### src/sv/ffcsa_pkg.sv
`timescale 1ns / 1ps

package ffcsa_pkg;

  localparam int MAX_RUN = 8;
  localparam int RUN_W   = 4;
  localparam int TAG_W   = 8;
  localparam int SIZE_W  = 5;
  localparam int POS_W   = 4;

  typedef enum logic [1:0] {
    ST_IDLE,
    ST_EXEC,
    ST_READ,
    ST_FIT
  } state_t;

  typedef enum logic [1:0] {
    STATUS_GRANTED = 2'd0,
    STATUS_FULL    = 2'd1,
    STATUS_BAD     = 2'd2
  } status_t;

  localparam logic OP_RESERVE = 1'b0;
  localparam logic OP_RELEASE = 1'b1;

  typedef struct packed {
    logic [TAG_W-1:0]  tag;
    logic [SIZE_W-1:0] size;
  } pend_entry_t;

  typedef struct packed {
    logic [TAG_W-1:0] tag;
    logic [POS_W-1:0] pos;
  } grant_t;

endpackage

### src/sv/ffcsa_fit.sv
`timescale 1ns / 1ps

module ffcsa_fit #(
  parameter int SLOT_COUNT = 16,
  parameter int IDX_W      = 4
) (
  input  logic [SLOT_COUNT-1:0]          busy_map,
  input  logic [ffcsa_pkg::SIZE_W-1:0]   run_len,
  output logic                           found,
  output logic [IDX_W-1:0]               first_idx,
  output logic [SLOT_COUNT-1:0]          claim_mask
);

  logic [SLOT_COUNT-1:0] fits;

  // window test at every start
  always_comb begin
    logic [SLOT_COUNT-1:0] win;
    for (int i = 0; i < SLOT_COUNT; i++) begin
      for (int j = 0; j < SLOT_COUNT; j++) begin
        win[j] = (j >= i) && (j < i + int'(run_len));
      end
      fits[i] = (i + int'(run_len) <= SLOT_COUNT) && ((busy_map & win) == '0);
    end
  end

  // lowest start wins
  always_comb begin
    found     = 1'b0;
    first_idx = '0;
    for (int i = SLOT_COUNT - 1; i >= 0; i--) begin
      if (fits[i]) begin
        found     = 1'b1;
        first_idx = IDX_W'(i);
      end
    end
  end

  always_comb begin
    for (int j = 0; j < SLOT_COUNT; j++) begin
      claim_mask[j] = (j >= int'(first_idx)) && (j < int'(first_idx) + int'(run_len));
    end
  end

endmodule

### src/sv/first_fit_contiguous_slot_allocator.sv
`timescale 1ns / 1ps

// channel   ports                                                        beat
// --------  -----------------------------------------------------------  ---------------------
// input     in_opcode in_requester_tag in_request_size in_release_start  start high, busy low
// result    out_status out_grant_tag out_grant_start out_last_of_run     out_valid, one cycle
//
// an accepted beat goes through the command check, then for each grant a pending queue
// memory read and a first-fit search; the run ends after at most 8 grants
// busy stays high through the run, plus a last failed search when the head does not fit
// an error beat ends at the check; the last result shows in the first cycle busy is low
// each grant is held until the next search so the last of a run can be marked
// reset empties the slot map and the pending queue at once; results cannot be stalled

module first_fit_contiguous_slot_allocator #(
  parameter int SLOT_COUNT  = 16,
  parameter int QUEUE_DEPTH = 8
) (
  input  logic                            clk,
  input  logic                            rst_n,
  input  logic                            start,
  output logic                            busy,
  input  logic                            in_opcode,
  input  logic [ffcsa_pkg::TAG_W-1:0]     in_requester_tag,
  input  logic [ffcsa_pkg::SIZE_W-1:0]    in_request_size,
  input  logic [ffcsa_pkg::POS_W-1:0]     in_release_start,
  output logic                            out_valid,
  output logic [1:0]                      out_status,
  output logic [ffcsa_pkg::TAG_W-1:0]     out_grant_tag,
  output logic [ffcsa_pkg::POS_W-1:0]     out_grant_start,
  output logic                            out_last_of_run
);

  localparam int IDX_W = $clog2(SLOT_COUNT);
  localparam int QW    = (QUEUE_DEPTH > 1) ? $clog2(QUEUE_DEPTH) : 1;
  localparam int CW    = $clog2(QUEUE_DEPTH + 1);
  localparam int SUM_W = QW + 2;

  ffcsa_pkg::state_t state_r, state_nxt;

  logic [SLOT_COUNT-1:0]            map_r, map_nxt;
  logic [QW-1:0]                    head_r, head_nxt;
  logic [CW-1:0]                    count_r, count_nxt;
  logic [ffcsa_pkg::RUN_W-1:0]      run_r, run_nxt;

  logic                             op_r;
  ffcsa_pkg::pend_entry_t           cmd_r;
  logic [ffcsa_pkg::POS_W-1:0]      rel_start_r;

  logic                             hold_valid_r, hold_valid_nxt;
  ffcsa_pkg::grant_t                hold_r, hold_nxt;

  logic                             out_valid_r, out_valid_nxt;
  logic [1:0]                       out_status_r, out_status_nxt;
  ffcsa_pkg::grant_t                out_r, out_nxt;
  logic                             out_last_r, out_last_nxt;

  ffcsa_pkg::pend_entry_t           mem [QUEUE_DEPTH];
  ffcsa_pkg::pend_entry_t           rd_data_r;
  logic                             mem_we, mem_re;
  logic [QW-1:0]                    mem_waddr;

  logic                             fit_found;
  logic [IDX_W-1:0]                 fit_idx;
  logic [SLOT_COUNT-1:0]            fit_claim;

  logic [SUM_W-1:0]                 tail_sum;
  logic [6:0]                       rel_end;
  logic                             rsv_bad, rel_bad;
  logic [SLOT_COUNT-1:0]            rel_mask;

  ffcsa_fit #(
    .SLOT_COUNT (SLOT_COUNT),
    .IDX_W      (IDX_W)
  ) u_fit (
    .busy_map   (map_r),
    .run_len    (rd_data_r.size),
    .found      (fit_found),
    .first_idx  (fit_idx),
    .claim_mask (fit_claim)
  );

  assign busy            = (state_r != ffcsa_pkg::ST_IDLE);
  assign out_valid       = out_valid_r;
  assign out_status      = out_status_r;
  assign out_grant_tag   = out_r.tag;
  assign out_grant_start = out_r.pos;
  assign out_last_of_run = out_last_r;

  assign tail_sum  = SUM_W'(head_r) + SUM_W'(count_r);
  assign mem_waddr = (tail_sum >= SUM_W'(QUEUE_DEPTH)) ?
                     QW'(tail_sum - SUM_W'(QUEUE_DEPTH)) : QW'(tail_sum);
  assign rel_end   = 7'(rel_start_r) + 7'(cmd_r.size);
  assign rsv_bad   = (cmd_r.size == '0) || (7'(cmd_r.size) > 7'(SLOT_COUNT));
  assign rel_bad   = (cmd_r.size == '0) || (rel_end > 7'(SLOT_COUNT));

  always_comb begin
    for (int j = 0; j < SLOT_COUNT; j++) begin
      rel_mask[j] = (j >= int'(rel_start_r)) && (j < int'(rel_end));
    end
  end

  // pending queue memory
  always_ff @(posedge clk) begin
    if (mem_we) begin
      mem[mem_waddr] <= cmd_r;
    end
    if (mem_re) begin
      rd_data_r <= mem[head_r];
    end
  end

  always_ff @(posedge clk) begin
    if (!rst_n) begin
      state_r      <= ffcsa_pkg::ST_IDLE;
      map_r        <= '0;
      head_r       <= '0;
      count_r      <= '0;
      run_r        <= '0;
      hold_valid_r <= 1'b0;
      out_valid_r  <= 1'b0;
    end else begin
      state_r      <= state_nxt;
      map_r        <= map_nxt;
      head_r       <= head_nxt;
      count_r      <= count_nxt;
      run_r        <= run_nxt;
      hold_valid_r <= hold_valid_nxt;
      out_valid_r  <= out_valid_nxt;
    end
  end

  always_ff @(posedge clk) begin
    hold_r       <= hold_nxt;
    out_status_r <= out_status_nxt;
    out_r        <= out_nxt;
    out_last_r   <= out_last_nxt;
    if (start && !busy) begin
      op_r        <= in_opcode;
      cmd_r.tag   <= in_requester_tag;
      cmd_r.size  <= in_request_size;
      rel_start_r <= in_release_start;
    end
  end

  always_comb begin
    state_nxt      = state_r;
    map_nxt        = map_r;
    head_nxt       = head_r;
    count_nxt      = count_r;
    run_nxt        = run_r;
    hold_valid_nxt = hold_valid_r;
    hold_nxt       = hold_r;
    out_valid_nxt  = 1'b0;
    out_status_nxt = out_status_r;
    out_nxt        = out_r;
    out_last_nxt   = out_last_r;
    mem_we         = 1'b0;
    mem_re         = 1'b0;

    unique case (state_r)
      ffcsa_pkg::ST_IDLE: begin
        if (start) begin
          state_nxt = ffcsa_pkg::ST_EXEC;
        end
      end

      ffcsa_pkg::ST_EXEC: begin
        run_nxt   = '0;
        state_nxt = ffcsa_pkg::ST_READ;
        if (op_r == ffcsa_pkg::OP_RESERVE) begin
          if (rsv_bad || (count_r >= CW'(QUEUE_DEPTH))) begin
            out_valid_nxt  = 1'b1;
            out_status_nxt = rsv_bad ? ffcsa_pkg::STATUS_BAD : ffcsa_pkg::STATUS_FULL;
            out_nxt.tag    = cmd_r.tag;
            out_nxt.pos    = '0;
            out_last_nxt   = 1'b1;
            state_nxt      = ffcsa_pkg::ST_IDLE;
          end else begin
            mem_we    = 1'b1;
            count_nxt = count_r + 1'b1;
          end
        end else begin
          if (rel_bad) begin
            out_valid_nxt  = 1'b1;
            out_status_nxt = ffcsa_pkg::STATUS_BAD;
            out_nxt.tag    = cmd_r.tag;
            out_nxt.pos    = '0;
            out_last_nxt   = 1'b1;
            state_nxt      = ffcsa_pkg::ST_IDLE;
          end else begin
            map_nxt = map_r & ~rel_mask;
          end
        end
      end

      ffcsa_pkg::ST_READ: begin
        if ((count_r == '0) || (run_r == ffcsa_pkg::RUN_W'(ffcsa_pkg::MAX_RUN))) begin
          if (hold_valid_r) begin
            out_valid_nxt  = 1'b1;
            out_status_nxt = ffcsa_pkg::STATUS_GRANTED;
            out_nxt        = hold_r;
            out_last_nxt   = 1'b1;
          end
          hold_valid_nxt = 1'b0;
          state_nxt      = ffcsa_pkg::ST_IDLE;
        end else begin
          mem_re    = 1'b1;
          state_nxt = ffcsa_pkg::ST_FIT;
        end
      end

      ffcsa_pkg::ST_FIT: begin
        if (hold_valid_r) begin
          out_valid_nxt  = 1'b1;
          out_status_nxt = ffcsa_pkg::STATUS_GRANTED;
          out_nxt        = hold_r;
          out_last_nxt   = !fit_found;
        end
        if (fit_found) begin
          map_nxt        = map_r | fit_claim;
          hold_valid_nxt = 1'b1;
          hold_nxt.tag   = rd_data_r.tag;
          hold_nxt.pos   = ffcsa_pkg::POS_W'(fit_idx);
          head_nxt       = (head_r == QW'(QUEUE_DEPTH - 1)) ? '0 : head_r + 1'b1;
          count_nxt      = count_r - 1'b1;
          run_nxt        = run_r + 1'b1;
          state_nxt      = ffcsa_pkg::ST_READ;
        end else begin
          hold_valid_nxt = 1'b0;
          state_nxt      = ffcsa_pkg::ST_IDLE;
        end
      end

      default: begin
        state_nxt = ffcsa_pkg::ST_IDLE;
      end
    endcase
  end

endmodule

### config.mk
export PLATFORM = sky130hd
export DESIGN_NAME = first_fit_contiguous_slot_allocator
export DESIGN_NICKNAME = d
export VERILOG_FILES = /design/src/sv/ffcsa_pkg.sv /design/src/sv/ffcsa_fit.sv /design/src/sv/first_fit_contiguous_slot_allocator.sv
export SDC_FILE = /design/constraint.sdc
export NUM_CORES = 1
export LEC_CHECK = 0
export BUFFER_PORTS_ARGS = -buffer_cell sky130_fd_sc_hd__buf_4
export CORE_ASPECT_RATIO = 0.75
export CORE_UTILIZATION = 35
export CTS_BUF_LIST = sky130_fd_sc_hd__clkbuf_8
export DETAILED_ROUTE_END_ITERATION = 8
export SLEW_MARGIN = 20
export SYNTH_ARGS = -nofsm -noshare
export SYNTH_HDL_FRONTEND = slang
export SYNTH_HIERARCHICAL = 1
export SYNTH_SLANG_ARGS = --single-unit
### constraint.sdc
create_clock -name clk -period 14 [get_ports clk]
set_input_delay 1.4 -clock clk [delete_from_list [all_inputs] [get_ports clk]]
set_output_delay 1.4 -clock clk [all_outputs]
set_load 0.02 [all_outputs]
Word level (Yosys, flattened, before mapping)
Memory sizes are Yosys's and may differ from the RTL's. A register that Yosys moved wholly into a read port is not among the register bits.
Cells that the tools add are included.
- output and inout port bits: 17
- memory bits (writable): 104
- word-level logic and storage cells: 464
- register bits: 76
- memories kept: 1
- memories (memory ; depth ; bits a word ; read ports ; clocked after memory_dff ; wr ports ; line ; source):
    mem ; 8 ; 13 ; 1 ; 1 ; 1 ; first_fit_contiguous_slot_allocator.sv:58 ; ffcsa_pkg::pend_entry_t mem [QUEUE_DEPTH];
- add/subtract/negate cells: 23
- eq/ne operators: 16
- multiplexer cells: 87
- reduce and logical (&&, ||, !) cells: 83
- bitwise operators: 19
- magnitude comparators: 218
- operators by type and width (operator ; count):
    $lt A5 B32 Y1 const A ; 99
    $lt A4 B32 Y1 const A ; 26
    $le A32 B6 Y1 const B ; 13
    $and A16 B16 Y16 ; 17
    $logic_not A16 Y1 ; 16
    $lt A3 B32 Y1 const A ; 7
    $mux W4 ; 20
    $lt A2 B32 Y1 const A ; 2
    $mux W12 ; 5
    $ge A4 B4 Y1 const A ; 14
    $lt A4 B6 Y1 const A ; 9
    $add A4 B5 Y6 const A ; 8
    $mux W16 ; 3
    $logic_and A1 B1 Y1 ; 47
    $lt A4 B5 Y1 const A ; 8
    $mux W1 ; 36
    $pmux W12 S3 ; 1
    $ge A3 B4 Y1 const A ; 8
    $lt A1 B32 Y1 const A ; 1
    $pmux W16 S2 ; 1
    $add A3 B5 Y6 const A ; 4
    $lt A3 B6 Y1 const A ; 4
    $mux W2 ; 12
    $lt A3 B5 Y1 const A ; 4
    other kinds (44) ; 81

Depth between registers and ports, before layout
Gate-level depths: netlist of the first run.
- word-level depth: 27
- mapped depth: 27
- mapped depth without buffers: 24

Hierarchy
The synthesis of the first run kept the hierarchy.
- modules (own cells, without submodules) (module ; cells each ; area each (um^2) ; sequential area each (um^2) ; times used):
    first_fit_contiguous_slot_allocator ; 493 ; 7898.8 ; 5485.3 ; 1
    ffcsa_fit ; 444 ; 3015.4 ; 0.0 ; 1

Least setup slack after synthesis of the first run
Ideal clock, no wire load.
- path kind: register to register
- start point: register rd_data_r[0] (netlist name)
- end point: register map_r[10]
- path buffers: 3
- stages on the path, launching flop included: 25
- library setup time: 0.127 ns
- arrival: 5.568 ns
- path slack: 8.305 ns
- cell sequence: edfxtp_1 -> buf_2 -> buf_1 -> inv_1 -> ha_1 -> nor2b_1 -> xnor2_1 -> a211o_1 -> a221o_1 -> or4_1 -> nor2b_1 -> a311oi_1 -> nand2_1 -> nand2_1 -> ha_1 -> fa_1 -> inv_1 -> nor4b_1 -> a31oi_4 -> buf_6 -> nor3b_2 -> nor3_1 -> or3_1 -> a221oi_1 -> a31oi_1
- cells in the longest elaborated chain, start to end: 27
- elaborated cells between the ends (all ways): 256
- classes of those cells: 16 x add/sub; 154 x order compare; 1 x eq/ne; 34 x mux; 17 x bitwise; 34 x reduce/logical
- ends and longest elaborated chain (item ; line ; source):
    $add A4 B5 Y6 ; ffcsa_fit.sv:21, ffcsa_fit.sv:23 ;
    $lt A5 B32 Y1 ; ffcsa_fit.sv:21 ; win[j] = (j >= i) && (j < i + int'(run_len));
    $and A16 B16 Y16 ; ffcsa_fit.sv:23 ; fits[i] = (i + int'(run_len) <= SLOT_COUNT) && ((busy_map & win) == '0);
    $logic_not A16 Y1 ; ffcsa_fit.sv:23 ;
    $logic_and A1 B1 Y1 ; ffcsa_fit.sv:23 ;
    $mux W4 (15 in a row) ; ffcsa_fit.sv:32 ; if (fits[i]) begin
    $mux W4 (*) ; ffcsa_fit.sv:32 ;
    via fit_idx[0] ; first_fit_contiguous_slot_allocator.sv:64 ; logic [IDX_W-1:0] fit_idx;
    $add A4 B5 Y6 ; ffcsa_fit.sv:41 ; claim_mask[j] = (j >= int'(first_idx)) && (j < int'(first_idx) + int'(run_len));
    $lt A5 B32 Y1 ; ffcsa_fit.sv:41 ;
    $logic_and A1 B1 Y1 (*) ; ffcsa_fit.sv:41 ;
    via fit_claim[10] ; first_fit_contiguous_slot_allocator.sv:65 ; logic [SLOT_COUNT-1:0] fit_claim;
    $or A16 B16 Y16 (*) ; first_fit_contiguous_slot_allocator.sv:221 ; map_nxt = map_r | fit_claim;
    $mux W16 (*) ; first_fit_contiguous_slot_allocator.sv:220 ; if (fit_found) begin
    $pmux W16 S2 (*) ; first_fit_contiguous_slot_allocator.sv:161 ; unique case (state_r)
    to (signal assigned) ; first_fit_contiguous_slot_allocator.sv:124 ; map_r <= map_nxt;
    to (decl) ; first_fit_contiguous_slot_allocator.sv:41 ; logic [SLOT_COUNT-1:0] map_r, map_nxt;
The timed path passes the listed nets; every way through them passes the cells marked *. The select of a mux whose other input is x is not followed.
A chain may end at the register's enable or synchronous reset.

Worst setup path after layout of the first run
- start point: register rd_data_r[1] (netlist name)
- end point: register map_r[10]
- cells in the longest elaborated chain, start to end: 27
- elaborated cells between the ends (all ways): 256
- classes of those cells: 16 x add/sub; 154 x order compare; 1 x eq/ne; 34 x mux; 17 x bitwise; 34 x reduce/logical
- ends and longest elaborated chain (item ; line):
    $add A4 B5 Y6 ; ffcsa_fit.sv:21, ffcsa_fit.sv:23
    $lt A5 B32 Y1 ; ffcsa_fit.sv:21
    $and A16 B16 Y16 ; ffcsa_fit.sv:23
    $logic_not A16 Y1 ; ffcsa_fit.sv:23
    $logic_and A1 B1 Y1 ; ffcsa_fit.sv:23
    $mux W4 (15 in a row) ; ffcsa_fit.sv:32
    $mux W4 (*) ; ffcsa_fit.sv:32
    via fit_idx[0] ; first_fit_contiguous_slot_allocator.sv:64
    $add A4 B5 Y6 ; ffcsa_fit.sv:41
    $lt A5 B32 Y1 ; ffcsa_fit.sv:41
    $logic_and A1 B1 Y1 (*) ; ffcsa_fit.sv:41
    via fit_claim[10] ; first_fit_contiguous_slot_allocator.sv:65
    $or A16 B16 Y16 (*) ; first_fit_contiguous_slot_allocator.sv:221
    $mux W16 (*) ; first_fit_contiguous_slot_allocator.sv:220
    $pmux W16 S2 (*) ; first_fit_contiguous_slot_allocator.sv:161
Marks and branches as above.

==> reports/qor.yml, run 1 <==
min-delay-path-class: "flop to flop"
hold_buffers: 0
rows: 55
drc: 0
p_leak_uw: 0.00402
cts_buffers: 17
max_freq_ghz: 0.147
final_max_slew_viol_count: 0
ys_ff_latch: 193
gr-total-overflow: 0
placed_area_mm2: 0.0116
synth_edf_count: 162
dr.pass1.iters: 6
seq_area_frac_synth: 0.503
dieHeight_um: 155
n_antenna_cell: 0
ys_types: 96
grt_pass1_vias: 7538
dp_hpwl_um: 19800
clock_latency_ns: 0.47
via_count: 7927
core_mm2: 0.0304
setup_viol: 0
fillers: 2877
clkPwrFrac: 0.357
slew_headroom: 0.345
clockRootBuffer: "clkbuf_8"
die_area_mm2: 0.0319
gp_congestion: 0.931
drtIter0Drc: 900
comb_power_share: 0.070
end_kind: "flop"
vdd_drop_max_v: 0.0000619
pre_cts_ws_ns: 7.29
cts_setup_buffers: 0
antenna_left: 0
cts.sinks: 193
drive_gt1_frac: 0.179
rsz0062_at_grt: "false"
cap_violations: 0
final_nets: 1015
power_frac_seq: 0.572
io_pins: 38
drt-wirelength-per-cell_um: 21.3
ctsResizeCount: 0
final_cell_area_mm2: 0.0120
finalPower_uw: 1130
cts.htree.levels: 4
pwr_density_cell_mw_per_mm2: 93.7
finalCritPeriodShare: 0.486
tightest_slew_ns: 0.973
path_clk_slew_ns: 0.11
critPathArrivalTime_ns: 7.16
portBuffers: 37
antenna_found_initial: 0
outcome: "finished, final reports clean"
cts_buffer_depth: 2
swShare: 0.245
netlist_instances: 937
area_growth_pct: 10.1
fin_ws_ns: 7.20
fin_skew_ns: 0.0167
p_sw_uw: 276
p_int_uw: 850
synth_flop_cell: "edfxtp_1"
async_reset_ff_frac: 0
hold_slack_ns: 0.429
cp.required_ns: 14.36
fin_crit_ns: 6.80
yosysWarningCount: 6
setup-tns-final_ns: 0
syn_nets: 1001
setup.worst_path.class: "flop to flop"
routed_wl_um: 29100
synth.area.top_cells: "edfxtp_1 45%, dfxtp_1 5.7%, mux4_2 5.4%"
synth_area_mm2: 0.0109
die_w_um: 206
grt_pass1_wl_um: 45200
synth_top_area_frac: 0.446
grt_max_degree: 31
cts_tree: "yes"
critPathLaunchType: "flop"
synth_most_common_cell: "edfxtp_1"
viasPerCell: 5.82
syn_area_per_cell_um2: 11.6
initial_core_util: 0.359
synth_top_cell_by_area: "edfxtp_1"
synth_common_cells: "162 x edfxtp_1, 67 x nand2_1, 63 x a21oi_1"
track_usage: 0.186
crit_path_max_fanout: 16
hold_viol_final: 0
-- power by group through the flow --
stage | sequential (µW) | combinational, µW | clock (µW)
after floorplan | 654 | 53.8 | 0
after global placement | 658 | 77.9 | 0
after detailed placement | 658 | 78.0 | 0
after CTS | 645 | 78.3 | 410
after global routing | 647 | 86.5 | 429
final | 645 | 79.2 | 402
-- layout make-up --
cell class,count,area [µm²],area share
Sequential cell,193,5490,0.457
Multi-Input combinational cell,652,5060,0.421
Tap cell,399,499,0.0415
Timing Repair Buffer,52,390,0.0325
Clock buffer,18,248,0.0206
Clock inverter,14,200,0.0167
Inverter,35,131,0.0109
-- worst max-delay path: stages (launching register included) --
cell      delay (ns)
edfxtp_1        0.80
clkinv_1        0.52
ha_1            0.45
nor2b_1         0.18
xnor2_1         0.15
a211o_1         0.30
a221o_1         0.29
or4_1           0.63
nor2b_1         0.19
a311oi_1        0.25
nand2_1         0.14
nand2_1         0.10
ha_1            0.21
fa_1            0.34
inv_1           0.13
nor4b_1         0.54
a31oi_4         0.30
nor2_4          0.26
nor3_1          0.10
or3_1           0.36
a221oi_1        0.32
a31oi_1         0.13
-- through the flow --
stage           util  std cells
2_1_floorplan      -        937
3_3_place_gp   0.380       1331
3_5_place_dp   0.380       1331
4_1_cts        0.395       1363
5_1_grt        0.395       1363
6_report       0.395       1363
-- flip-flops by register name, summed over array words and instances, names as in the netlist, 8 cells and up --
name           cells
hold_r            12
mem              104
map_r             16
cmd_r             13
out_grant_tag      8
rd_data_r         13
-- worst paths after layout --
path              cells after the start  slack, ns          to     startpoint
setup reg to reg                     21       7.20   map_r[10]   rd_data_r[1]
setup / recovery                     21       7.20   map_r[10]   rd_data_r[1]
hold / removal                        0       0.43  hold_r[11]  rd_data_r[12]
hold reg to reg                       0       0.43  hold_r[11]  rd_data_r[12]
-- per-layer routing --
metal	routed length, µm	track usage	vias up
met4	293	0.0469	0
li1	-	-	3652
met3	2690	0.0524	34
met2	11600	0.245	378
met1	14500	0.293	3863
met5	0	0	-
-- cell usage in the layout (no fill, tap or decap), drive strengths merged, types with 14 or more instances in the layout --
cell type  netlist  layout
edfxtp         162     162
nand2           67      67
a21oi           65      65
nor2            56      56
buf             28      52
o21ai           42      42
ha              39      39
inv             32      36
dfxtp           31      31
nor3            31      31
xnor2           29      29
mux4            26      26
a211oi          19      19
clkbuf          29      18
nor2b           16      16
nand2b          15      15
nand3           14      14
mux2            14      14
-- logic make-up (layout without fill, tap and decap cells) --
kind of cell | Yosys count | in the layout | synth area share
adders and majority gates | 44 | 44 | 0.0530
muxes | 46 | 46 | 0.0736
xor gates and xnor gates | 37 | 37 | 0.0328
and+or+nand+nor | 254 | 254 | 0.119
AOI/OAI and AO/OA | 271 | 271 | 0.182
DFF | 193 | 193 | 0.503
buffers and inverters | 92 | 119 | 0.0365
No activity file was read; power rests on OpenSTA's default activity.
==> run 2: changes to the inputs <==
==> constraint.sdc (replaced) <==
create_clock -name clk -period 6.9 [get_ports clk]
set_input_delay 0.69 -clock clk [delete_from_list [all_inputs] [get_ports clk]]
set_output_delay 0.69 -clock clk [all_outputs]
set_load 0.02 [all_outputs]
==> reports/qor.yml, run 2 (synthesized netlist as in run 1, its figures left out) <==
rows: 55  # unchanged
antenna_found_initial: 0  # unchanged
critPathLaunchType: "flop"
drt-met1-wl_um: 14500  # -0.21%
path_cells: "ha_1 -> inv_1 -> o22ai_1 -> nor3_1 -> o2111ai_1 -> nand2_1 -> a21oi_1 -> o211ai_1 -> inv_1 -> fa_1 -> inv_1 -> nor4b_1 -> a31oi_4 -> nor2_4 -> nor3_1 -> or3_1 -> a221oi_1 -> a31oi_1"
slew_headroom: 0.355  # +0.00979
min-delay-path-class: "primary input to flop"
die_area_mm2: 0.0319  # unchanged
clock_latency_ns: 0.45  # -0.02 ns
cts_buffer_depth: 2  # unchanged
finalCritPeriodShare: 0.934  # +0.449
die_w_um: 206  # unchanged
top_regs: "mem: 104 flops, map_r: 16 flops"
routed_wl_um: 29800  # +2.4%
critPathArrivalTime_ns: 6.78  # -0.38 ns
drc: 0  # unchanged
rsz0062_at_grt: "false"
max_freq_ghz: 0.155  # +5.5%
pre_cts_ws_ns: 0.679  # -6.61 ns
core_mm2: 0.0304  # unchanged
gr-total-overflow: 0  # unchanged
grt_pass1_vias: 7514  # -0.32%
setup_viol: 0  # unchanged
final_nets: 1021  # +0.59%
pwr_density_cell_mw_per_mm2: 179  # +91%
gp_congestion: 0.956  # +2.7%
outcome: "finished, final reports clean"
final_max_slew_viol_count: 0  # unchanged
cts_setup_buffers: 0  # unchanged
power_frac_seq: 0.612  # +0.040
cts_buffers: 17  # unchanged
p_int_uw: 1600  # +88%
io_pins: 38  # unchanged
end_kind: "flop"
multiInputGateArea_mm2: 0.00506  # about the same
initial_core_util: 0.359  # unchanged
setup.worst_path.class: "flop to flop"
path_clk_slew_ns: 0.10  # about the same
highest_layer: "met4"
area_growth_pct: 9.62
cts.sinks: 193  # unchanged
layout_commonest_cell: "edfxtp_1"
via_count: 8097  # +2.1%
largest_reg_flops: 104  # unchanged
clockRootBuffer: "clkbuf_8"
placed_area_mm2: 0.0116  # +0.40%
cp_slowest_cell: "edfxtp_1"
max_stage_delay_ns: 0.93  # +0.13 ns
finalNonFillerCells: 1369  # +0.44%
hold_viol_final: 0  # unchanged
crit_path_max_fanout: 16  # unchanged
track_usage: 0.189  # +0.00253
tightest_slew_ns: 0.966  # -0.00702 ns
dp_hpwl_um: 20500  # +3.3%
layout.cells.most_common_list: "162 x edfxtp_1, 67 x nand2_1, 63 x a21oi_1"
cts.htree.levels: 4  # unchanged
vdd_drop_max_v: 0.000128  # +110%
crit_buf_inv: 3  # +1
area.sequential_mm2: 0.00549  # unchanged
met3_length_um: 2970  # +10%
dr.pass1.iters: 8  # +2
fin_crit_ns: 6.45  # -0.354 ns
fillers: 2884  # +0.24%
clkPwrFrac: 0.312  # -0.045
p_sw_uw: 540  # +96%
dp_cells: 1337  # +0.45%
swShare: 0.253  # +0.00736
viasPerCell: 5.91  # +1.7%
comb_power_share: 0.076  # +0.006
grt_pass1_wl_um: 45500  # +0.64%
regMostFlops: "mem"
fin_skew_ns: 0.0125  # -0.00419 ns
cp_common_cell: "inv_1"
setup-tns-final_ns: 0  # unchanged
portBuffers: 37  # unchanged
n_antenna_cell: 0  # unchanged
final_cell_area_mm2: 0.0120  # -0.44%
drtIter0Drc: 1089  # +21%
drive_gt1_frac: 0.179  # about the same
p_leak_uw: 0.00401  # -0.27%
dieHeight_um: 155  # unchanged
ctsResizeCount: 0  # unchanged
drt-wirelength-per-cell_um: 21.8  # +2.0%
hold_buffers: 0  # unchanged
cp.required_ns: 7.23  # -7.13 ns
fin_ws_ns: 0.452  # -6.75 ns
path_delay_family: "compound AO/OA/AOI/OAI gates"
antenna_left: 0  # unchanged
cap_violations: 0  # unchanged
cts_tree: "yes"
hold_slack_ns: 0.405  # -0.0239 ns
grt_max_degree: 31  # unchanged
dr_wl_met2_um: 11900  # +2.6%
-- run 2: path summary, 6_finish.rpt --
| kind | from | endpoint | slack (ns) | cells after the start |
|---|---|---|---|---|
| max | rd_data_r[4] | map_r[10] | 0.45 | 18 |
| max reg2reg | rd_data_r[4] | map_r[10] | 0.45 | 18 |
| min reg2reg | rd_data_r[12] | hold_r[11] | 0.43 | 0 |
| min | in_requester_tag[5] | cmd_r[10] | 0.40 | 1 |
-- run 2: through the flow --
step	total power, µW	util
6_report	2140	0.393
5_1_grt	2220	0.393
4_1_cts	2160	0.393
3_5_place_dp	1500	0.382
3_3_place_gp	1490	0.382
2_1_floorplan	1440	-
-- run 2: layout make-up --
type	instances	share of cell area
clock buffers	17	0.0196
clock inverters	15	0.00962
inverters	35	0.0110
multi-input cells	652	0.423
flip-flops and latches	193	0.459
well taps	399	0.0417
repair buffers	58	0.0364
-- run 2: power groups by stage --
stage / Sequential [µW] / Combinational, µW / Clock (µW)
floorplan: 1330 / 109 / 0
global placement: 1330 / 160 / 0
detailed placement: 1340 / 160 / 0
CTS: 1310 / 161 / 686
global route: 1310 / 177 / 728
finish: 1310 / 163 / 666
-- run 2: routing by layer --
| metal | global-route usage | vias up |
|---|---|---|
| li1 | - | 3664 |
| met1 | 0.294 | 3955 |
| met2 | 0.254 | 429 |
| met3 | 0.0551 | 49 |
| met4 | 0.0410 | 0 |
| met5 | 0 | - |
==> run 3: changes to the inputs <==
--- a/config.mk
+++ b/config.mk
@@ -7,8 +7,8 @@
 export LEC_CHECK = 0
 export BUFFER_PORTS_ARGS = -buffer_cell sky130_fd_sc_hd__buf_4
 export CORE_ASPECT_RATIO = 0.75
-export CORE_UTILIZATION = 35
-export CTS_BUF_LIST = sky130_fd_sc_hd__clkbuf_8
+export CORE_UTILIZATION = 43
+export CTS_BUF_LIST = sky130_fd_sc_hd__clkbuf_16
 export DETAILED_ROUTE_END_ITERATION = 8
 export SLEW_MARGIN = 20
 export SYNTH_ARGS = -nofsm -noshare
==> reports/qor.yml, run 3 (synthesized netlist as in run 1, its figures left out) <==
outcome: "finished, final reports clean"
vdd_drop_max_v: 0.000179  # +40%
hold_buffers: 0  # unchanged
hold_viol_final: 0  # unchanged
cts_setup_buffers: 0  # unchanged
clkPwrFrac: 0.409  # +0.097
end_kind: "flop"
power_frac_seq: 0.525  # -0.087
holdPathEnd: "hold_r[5]"
dr.pass1.iters: 5  # -3
regMostFlops: "mem"
setup.worst_path.class: "flop to flop"
slew_headroom: 0.389  # +0.0337
die_area_mm2: 0.0260  # -18%
fin_util: 0.487  # +0.0933
grt_max_degree: 31  # unchanged
gp_congestion: 0.969  # +1.4%
area_growth_pct: 11.3
cap_violations: 0  # unchanged
pwr_density_cell_mw_per_mm2: 205  # +15%
portBuffers: 37  # unchanged
drtIter0Drc: 1046  # -3.9%
r2r_slack_ns: 0.65  # +0.20 ns
fillers: 2154  # -25%
layout.cells.most_common_list: "162 x edfxtp_1, 67 x nand2_1, 63 x a21oi_1"
placed_area_mm2: 0.0115  # -0.68%
whs_path_depth: 0  # -1
io_pins: 38  # unchanged
fin_crit_ns: 6.25  # -0.198 ns
cts_buffer_depth: 2  # unchanged
drt-wirelength-per-cell_um: 22.1  # +1.4%
comb_power_share: 0.065  # -0.011
top_regs: "mem: 104 flops, map_r: 16 flops"
finalNonFillerCells: 1308  # -4.5%
via_count: 8037  # -0.74%
cts_tree: "yes"
max_freq_ghz: 0.160  # +3.2%
gr-total-overflow: 0  # unchanged
r2r-end: "map_r[10]"
min-delay-path-class: "flop to flop"
reg2reg_from: "rd_data_r[1]"
drc: 0  # unchanged
initial_core_util: 0.437  # +0.0784
track_usage: 0.232  # +0.0429
cts.sinks: 193  # unchanged
p_int_uw: 1870  # +17%
dp_hpwl_um: 20100  # -1.9%
clockRootBuffer: "clkbuf_16"
path_clk_slew_ns: 0.08  # -0.02 ns
die_w_um: 186  # -9.7%
grt_pass1_vias: 7543  # +0.39%
layout_commonest_cell: "edfxtp_1"
crit_path_max_fanout: 16  # unchanged
rows: 50  # -9.1%
cp.required_ns: 7.22  # about the same
largest_reg_flops: 104  # unchanged
setup_viol: 0  # unchanged
finalPower_uw: 2490  # +16%
multiInputGateArea_mm2: 0.00506  # about the same
finalCritPeriodShare: 0.906  # -0.0287
area.sequential_mm2: 0.00549  # unchanged
final_max_slew_viol_count: 0  # unchanged
dp_cells: 1276  # -4.6%
antenna_found_initial: 0  # unchanged
clock_latency_ns: 0.44  # about the same
cts_buffers: 17  # unchanged
viasPerCell: 6.14  # +3.9%
rsz0062_at_grt: "false"
core_mm2: 0.0250  # -18%
setup-tns-final_ns: 0  # unchanged
fin_skew_ns: 0.00814  # -0.00434 ns
rr_worst_depth: 22  # +4
critPathArrivalTime_ns: 6.57  # -0.21 ns
critPathLaunchType: "flop"
drive_gt1_frac: 0.181  # +0.00206
p_sw_uw: 622  # +15%
final_nets: 1021  # unchanged
p_leak_uw: 0.00413  # +2.9%
grt_pass1_wl_um: 45300  # -0.48%
tightest_slew_ns: 0.916  # -0.0505 ns
n_antenna_cell: 0  # unchanged
cts.htree.levels: 4  # unchanged
dieHeight_um: 140  # -9.7%
swShare: 0.250  # -0.00272
hold_start: "rd_data_r[6]"
routed_wl_um: 28900  # -3.1%
ctsResizeCount: 0  # unchanged
antenna_left: 0  # unchanged
final_cell_area_mm2: 0.0121  # +1.5%
-- run 3: per-stage QoR --
step                      hold slack (ns)  worst slack, ns
after floorplan                     0.400             1.20
after global placement              0.402            0.870
after detailed placement            0.405            0.750
after CTS                           0.401            0.736
after global routing                0.398            0.193
final                               0.422            0.650
-- run 3: how the worst max path moves through the flow --
stage / startpoint / endpoint / slack [ns]
2_1_floorplan: rd_data_r[0] / map_r[10] / 1.20
3_3_place_gp: rd_data_r[1] / map_r[10] / 0.87
3_5_place_dp: rd_data_r[1] / map_r[10] / 0.75
4_1_cts: rd_data_r[1] / map_r[10] / 0.74
5_1_grt: rd_data_r[0] / map_r[10] / 0.19
6_report: rd_data_r[1] / map_r[10] / 0.65
-- run 3: layer usage --
layer  vias to the layer above  wire length (µm)  global-route usage
met2                       408             11400               0.304
li1                       3666                 -                   -
met5                         -                 0                   0
met4                         0               260              0.0552
met1                      3935             14300               0.369
met3                        28              2910              0.0658
-- run 3: worst max-delay path: stages (launching register included) --
cell      delay (ns)
edfxtp_1        0.32
buf_4           0.23
clkinv_1        0.34
ha_1            0.42
nor2b_1         0.17
xnor2_1         0.15
a211o_1         0.30
a221o_1         0.28
or4_1           0.66
nor2b_1         0.20
a311oi_1        0.26
nand2_1         0.14
nand2_1         0.11
ha_1            0.21
fa_1            0.31
inv_1           0.12
nor4b_1         0.49
a31oi_4         0.28
nor2_4          0.26
nor3_1          0.10
or3_1           0.36
a221oi_1        0.29
a31oi_1         0.12
-- run 3: power by group through the flow --
stage	sequential (µW)	combinational [µW]	clock (µW)
detailed placement	1330	160	0
global placement	1330	159	0
finish	1310	163	1020
global route	1310	177	1080
CTS	1310	160	1030
floorplan	1330	109	0
-- run 3: area by class of cell --
class	instances	area share
tap	338	0.0348
multi-input combinational	652	0.417
inverter	35	0.0108
sequential	193	0.452
timing repair buffer	58	0.0358
clock buffer	17	0.0350
clock inverter	15	0.0153
